$ cat src/indexed_insert_delete_queue_macros.svh
// ----------------------------------------------------------------------------
// indexed_insert_delete_queue_macros
// assertion macros shared by the queue rtl
// ----------------------------------------------------------------------------
`ifndef INDEXED_INSERT_DELETE_QUEUE_MACROS_SVH
`define INDEXED_INSERT_DELETE_QUEUE_MACROS_SVH

// condition must hold at every edge out of reset
`define IIDQ_ASSERT_ALWAYS(lbl, clk, rstn, cond, msg) \
  lbl: assert property (@(posedge clk) disable iff (!rstn) (cond)) else $error(msg);

// antecedent in one cycle implies consequent in the next
`define IIDQ_ASSERT_NEXT(lbl, clk, rstn, ante, cons, msg) \
  lbl: assert property (@(posedge clk) disable iff (!rstn) (ante) |=> (cons)) \
    else $error(msg);

`endif

$ cat src/iidq_pkg.sv
// ----------------------------------------------------------------------------
// iidq_pkg
// types and constants of the indexed insert/delete queue
// ----------------------------------------------------------------------------
package iidq_pkg;

  localparam int DEPTH_DEF = 16;
  localparam int DEPTH_MAX = 256;
  localparam int WORD_W    = 32;
  localparam int FUNC_W    = 2;
  localparam int POS_W     = 5;
  localparam int COUNT_W   = 5;
  localparam int STATUS_W  = 2;
  // wide enough for any position or occupancy up to the largest depth
  localparam int IDX_W     = $clog2(DEPTH_MAX + 1);

  typedef enum logic [FUNC_W-1:0] {
    OP_ENQ = 2'd0,
    OP_DEQ = 2'd1,
    OP_INS = 2'd2,
    OP_DEL = 2'd3
  } iidq_op_t;

  typedef enum logic [STATUS_W-1:0] {
    ST_OK    = 2'd0,
    ST_EMPTY = 2'd1,
    ST_FULL  = 2'd2,
    ST_POS   = 2'd3
  } iidq_status_t;

  typedef struct packed {
    logic             ins;
    logic             del;
    logic [IDX_W-1:0] pos;
  } iidq_ctl_t;

endpackage

$ cat src/iidq_cell.sv
// ----------------------------------------------------------------------------
// iidq_cell
// one storage slot of the queue, shifts toward or away from the head
// ----------------------------------------------------------------------------
module iidq_cell #(
  parameter int IDX = 0
) (
  input  logic                           clk,
  input  iidq_pkg::iidq_ctl_t            ctl,
  input  logic [iidq_pkg::WORD_W-1:0]    new_word,
  input  logic [iidq_pkg::WORD_W-1:0]    left_word,
  input  logic [iidq_pkg::WORD_W-1:0]    right_word,
  output logic [iidq_pkg::WORD_W-1:0]    word
);
  import iidq_pkg::*;

  localparam logic [IDX_W-1:0] MY_IDX = IDX_W'(IDX);

  logic [WORD_W-1:0] word_r;
  logic [WORD_W-1:0] word_nxt;

  always_comb begin
    word_nxt = word_r;
    if (ctl.ins) begin
      if (MY_IDX == ctl.pos) begin
        word_nxt = new_word;
      end else if (MY_IDX > ctl.pos) begin
        word_nxt = left_word;
      end
    end else if (ctl.del) begin
      if (MY_IDX >= ctl.pos) begin
        word_nxt = right_word;
      end
    end
  end

  always_ff @(posedge clk) begin
    word_r <= word_nxt;
  end

  assign word = word_r;

endmodule

$ cat src/indexed_insert_delete_queue.sv
// result: registered and shown on the out_ port in the cycle after acceptance
// throughput: one request per cycle while in_stall is low; every cell of the
//   chain shifts in the same cycle, so any insert or delete is one shift
// reset: rst_n low clears the occupancy and the result valid; the cells
//   hold no reset and are only read below the occupancy
// ----------------------------------------------------------------------------
// indexed_insert_delete_queue
// ordered queue with enqueue, dequeue, insert and delete at a position
// ----------------------------------------------------------------------------
module indexed_insert_delete_queue #(
  parameter int DEPTH = iidq_pkg::DEPTH_DEF
) (
  input  logic                                clk,
  input  logic                                rst_n,
  input  logic                                in_valid,
  output logic                                in_stall,
  input  logic [iidq_pkg::FUNC_W-1:0]         in_func,
  input  logic signed [iidq_pkg::WORD_W-1:0]  in_word_in,
  input  logic [iidq_pkg::POS_W-1:0]          in_position,
  output logic                                out_valid,
  input  logic                                out_stall,
  output logic signed [iidq_pkg::WORD_W-1:0]  out_word_out,
  output logic [iidq_pkg::STATUS_W-1:0]       out_status,
  output logic [iidq_pkg::COUNT_W-1:0]        out_count
);
  import iidq_pkg::*;

  localparam int CNT_W = $clog2(DEPTH + 1);

  logic [CNT_W-1:0]  occ_r;
  logic [CNT_W-1:0]  occ_nxt;
  logic              out_valid_r;
  logic [WORD_W-1:0] out_word_r;
  logic [STATUS_W-1:0] out_status_r;
  logic [COUNT_W-1:0]  out_count_r;

  logic              accept;
  logic              do_ins;
  logic              do_del;
  logic [IDX_W-1:0]  op_pos;
  logic [IDX_W-1:0]  pos_x;
  logic [IDX_W-1:0]  occ_x;
  logic              full;
  logic              empty;
  iidq_status_t      status;
  logic [WORD_W-1:0] removed;
  iidq_ctl_t         ctl;
  logic [WORD_W-1:0] cell_word [DEPTH];

  assign in_stall = out_valid_r && out_stall;
  assign accept   = in_valid && !in_stall;
  assign pos_x    = IDX_W'(in_position);
  assign occ_x    = IDX_W'(occ_r);
  assign full     = (occ_x == IDX_W'(DEPTH));
  assign empty    = (occ_r == '0);

  always_comb begin
    do_ins  = 1'b0;
    do_del  = 1'b0;
    op_pos  = pos_x;
    status  = ST_OK;
    removed = '0;
    unique case (iidq_op_t'(in_func))
      OP_ENQ: begin
        op_pos = occ_x;
        if (full) begin
          status = ST_FULL;
        end else begin
          do_ins = 1'b1;
        end
      end
      OP_DEQ: begin
        op_pos = '0;
        if (empty) begin
          status = ST_EMPTY;
        end else begin
          do_del  = 1'b1;
          removed = cell_word[0];
        end
      end
      OP_INS: begin
        if (pos_x > occ_x) begin
          status = ST_POS;
        end else if (full) begin
          status = ST_FULL;
        end else begin
          do_ins = 1'b1;
        end
      end
      OP_DEL: begin
        if (empty) begin
          status = ST_EMPTY;
        end else if (pos_x >= occ_x) begin
          status = ST_POS;
        end else begin
          do_del = 1'b1;
        end
      end
      default: begin
        status = ST_OK;
      end
    endcase
  end

  always_comb begin
    ctl.ins = accept && do_ins;
    ctl.del = accept && do_del;
    ctl.pos = op_pos;
    occ_nxt = occ_r;
    if (ctl.ins) begin
      occ_nxt = occ_r + CNT_W'(1);
    end else if (ctl.del) begin
      occ_nxt = occ_r - CNT_W'(1);
    end
  end

  // chain of cells, head at index 0
  for (genvar i = 0; i < DEPTH; i++) begin : g_cell
    logic [WORD_W-1:0] left_w;
    logic [WORD_W-1:0] right_w;
    if (i == 0) begin : g_head
      assign left_w = in_word_in;
    end else begin : g_mid_l
      assign left_w = cell_word[i-1];
    end
    if (i == DEPTH - 1) begin : g_tail
      assign right_w = cell_word[i];
    end else begin : g_mid_r
      assign right_w = cell_word[i+1];
    end
    iidq_cell #(
      .IDX (i)
    ) u_cell (
      .clk        (clk),
      .ctl        (ctl),
      .new_word   (in_word_in),
      .left_word  (left_w),
      .right_word (right_w),
      .word       (cell_word[i])
    );
  end

  always_ff @(posedge clk) begin
    if (!rst_n) begin
      occ_r       <= '0;
      out_valid_r <= 1'b0;
    end else begin
      occ_r <= occ_nxt;
      if (accept) begin
        out_valid_r <= 1'b1;
      end else if (!out_stall) begin
        out_valid_r <= 1'b0;
      end
    end
  end

  always_ff @(posedge clk) begin
    if (accept) begin
      out_word_r   <= removed;
      out_status_r <= status;
      out_count_r  <= COUNT_W'(occ_nxt);
    end
  end

  assign out_valid    = out_valid_r;
  assign out_word_out = out_word_r;
  assign out_status   = out_status_r;
  assign out_count    = out_count_r;

`include "indexed_insert_delete_queue_macros.svh"

  `IIDQ_ASSERT_ALWAYS(a_occ_bound, clk, rst_n, occ_x <= IDX_W'(DEPTH), "occupancy above depth")
  `IIDQ_ASSERT_NEXT(a_ins_grows, clk, rst_n, ctl.ins, occ_r == $past(occ_r) + CNT_W'(1), "insert did not grow occupancy")
  `IIDQ_ASSERT_NEXT(a_err_keeps, clk, rst_n, accept && status != ST_OK, occ_r == $past(occ_r) && out_word_out == '0, "failed request changed state")
  `IIDQ_ASSERT_ALWAYS(a_word_ok, clk, rst_n, !out_valid_r || out_word_r == '0 || out_status_r == ST_OK, "word returned with error status")

endmodule
$ cat config.mk
export PLATFORM = sky130hd
export DESIGN_NAME = indexed_insert_delete_queue
export DESIGN_NICKNAME = d
export VERILOG_FILES = /design/src/iidq_pkg.sv /design/src/iidq_cell.sv /design/src/indexed_insert_delete_queue.sv
export VERILOG_INCLUDE_DIRS = /design/src /design/src/src
export SDC_FILE = /design/constraint.sdc
export NUM_CORES = 1
export LEC_CHECK = 0
export BUFFER_PORTS_ARGS = -buffer_cell sky130_fd_sc_hd__clkbuf_2
export CORE_ASPECT_RATIO = 1.1
export CORE_MARGIN = 4
export CORE_UTILIZATION = 45
export DETAILED_ROUTE_END_ITERATION = 10
export SYNTH_ARGS = -nofsm -noshare
export SYNTH_HDL_FRONTEND = slang
export SYNTH_HIERARCHICAL = 1
export SYNTH_SLANG_ARGS = --single-unit
$ cat constraint.sdc
create_clock -name clk -period 8.5 [get_ports clk]
set_clock_uncertainty 0.2 [all_clocks]
set_input_delay 1.7 -clock clk [delete_from_list [all_inputs] [get_ports clk]]
set_output_delay 1.7 -clock clk [all_outputs]
set_load 0.01 [all_outputs]
==> run metrics <==
outcome completed; CTS tree yes; Clock Sinks 557; fin crit share 0.5897; FP Rows 107; CTS Hold Bufs 0; post-synthesis compound-gate area fraction 0.2133; final cell count without fillers 4211; post-synthesis mux area share 0.07056; hold_ws 0.3550 ns; die height 302.3 um; initial core utilization 0.4555; die area 83290 um2; Clk Latency, worst-skew pair 0.62 ns; largest net degree at the start of global routing 235; post-synth top area cell edfxtp_1; Cell Chain, Critical Path clkbuf_2, nor2_1, a22o_4, buf_12, or2_2, nor3_2, buf_4; commonest cells after routing, fill and taps aside edfxtp_1 (551), nor2_1 (396), a31oi_1 (384); Max IR drop VDD 0.1464 mV; Synth Area in XOR/XNOR 0.0009888; worst endpoint required time roughly 8.6 ns; critical path's top delay family simple AND/OR/NAND/NOR gates; ANT cells 0; Worst slew margin 0.1466; first-pass GRT wire length 177100 um; max incr delay on CP 1.07 ns; cell count after placement 4088; initial antenna violation count 1; Achievable Freq 0.1995 GHz; Setup Fix Bufs, Post-CTS 0; Yosys top cell area share 0.4670; Post-synth ARST share 0; share of cells above drive strength 1 0.2223; DR pass1 iterations 6; drc violations 0; Max-Cap Viols 0; Slowest-stage cell, CP nor3_2; crit end category flop; Synth warnings 6; crit path max fanout around 120; clk buf depth 3; via count around 29000; Nets 3173; setup ws final 3.487 ns; fraction of the mapped netlist area in simple logic gates 0.1747; post-CTS resize count 0; type of the worst setup path in2reg; Synth Instances 3241; All-Layer GR Usage 0.2775; CTS clk-pin slew, worst paths approximately 0.060 ns; final setup fails 0; Post-DP HPWL around 76000 um; Tightest Pin Transition 1.273 ns; total grt overflow 0; Synth Area in Adders 0.002825; startpoint types input pin; GPL Wtd Cong 0.9113; Final min period 5.013 ns; Power per Cell Area 176.4 nW/um2; Vias/cell ~6.8; number of synthesized flops with an enable pin 551; dominant synthesized flop cell edfxtp_1; vias in the first global route 27500; largest family of logic cells by synthesized area compound AO/OA/AOI/OAI gates; antenna viol nets, final 0; Synth Area per Inst 10.93 um2; Die W 275.5 um; IO buf count 83; drt initial violations between 3000 and 4000; Layout area overhead 8.108%; Buf+Inv Stages, Crit Path 3; Hold Fails Final Rpt 0; Max Slew Vio Count 0; Hold Crit Class reg2reg; io pins 84; wirelength, routed 120000 um; largest cells by area after synthesis edfxtp_1 (47%), a31oi_1 (6.8%), o31ai_2 (6.1%); FF+latch count, synth 557; Routed WL per cell 28.50 um; Mapped Area between 30000 and 40000 um2; post-route setup TNS 0 ns; TritonCTS Buffers 67; Core Util, Final 0.4924; register area share after synthesis 0.4704; WP data arrival about 5.1 ns; Root Driver clkbuf_16; core region area 77780 um2; Yosys cell types 71; H-tree Lvls 3; static leakage around 12 nW; most common cell after layout, fill and taps aside edfxtp_1; pre-CTS setup slack 3.016 ns; RSZ-0062 raised after global routing no
-- area by class of cell --
cell class | instances | area [um2]
clock buffer | 82 | 1764
clock inverter | 41 | 392.9
fill | 6991 | 39480
inverter | 81 | 304.0
multi-input combinational | 2267 | 16940
sequential | 557 | 16670
tap | 1035 | 1295
timing repair buffer | 148 | 940.9
-- path summary, 6_finish.rpt --
path         cells past startpoint                   endpoint                       from  slack (ns)
max                              7   g_cell[7].u_cell/word[2]                 in_func[1]        3.49
min reg2reg                      1           out_word_out[16]  g_cell[0].u_cell/word[16]        0.36
min                              1           out_word_out[16]  g_cell[0].u_cell/word[16]        0.36
max reg2reg                     10  g_cell[9].u_cell/word[30]                   occ_r[2]        4.32
-- cells in the mapped netlist, types with 3 or more instances --
library cell  count
nor3_1           14
buf_6            52
a31oi_1         384
o31a_1           34
or4_4             9
nor2b_1           3
mux2_2          102
nand3_1           5
dfxtp_1           6
inv_1            81
buf_1            21
and2_1           39
o22ai_1           3
or2_2             5
a21oi_1           6
o21ai_0           7
o21a_1            3
or4_1           195
buf_2            28
ha_1              8
mux2_4           90
o31ai_1         209
nand2b_1         32
nor2_1          398
o22a_1           32
nand4_1         227
o31ai_2         174
edfxtp_1        551
xnor2_1           4
o41ai_2          29
nand4bb_1         3
a22o_1            4
nand4b_1         67
o41ai_1           3
clkbuf_1        323
nor4_4            3
nor4_2            8
and3_1            3
nand2_1          36
-- per-stage QoR --
| stage | instance area, um2 | total power [W] |
|---|---|---|
| detailed placement | 36140 | 0.003886 |
| CTS | 38300 | 0.006750 |
| global placement | 36140 | 0.003870 |
| finish | 38300 | 0.006755 |
| floorplan | 35770 | 0.003666 |
| global route | 38300 | 0.006964 |
-- metal layers --
| metal | wire [um] | track usage |
|---|---|---|
| met1 | 45610 | 0.3465 |
| met2 | 58010 | 0.4651 |
| met3 | 9225 | 0.04355 |
| met4 | 7179 | 0.1461 |
| met5 | 0 | 0 |
-- sequential cells by signal (all words and copies together) (netlist names) --
register / cells
g_cell.u_cell/word: 512
out_word_out: 32
occ_r: 5
out_count: 5
out_status: 2
out_valid: 1
-- kinds of logic (layout without fill, tap and decap cells) --
kind of cell,count (synthesis),count (layout)
muxes,192,192
AOI/OAI and AO/OA,904,904
xor gates and xnor gates,4,4
and+or+nand+nor,1067,1067
other,1,92
DFF,557,557
adders and majority gates,8,8
buffers and inverters,508,352
-- worst reg2reg max path, stage by stage, from the launching register on --
cell     delay [ns]
dfxtp_1        0.45
inv_1          0.12
ha_1           0.35
nand4_2        0.19
o21a_1         0.28
nand2_2        0.13
and2_4         0.36
buf_4          0.53
buf_4          0.83
inv_1          0.17
o31a_1         0.32
-- report_power, final --
part           internal (W)  switching, W
combinational      0.000211      0.000588
clock               0.00165       0.00124
sequential          0.00305     0.0000177
Power figures use the tool's default switching activity.
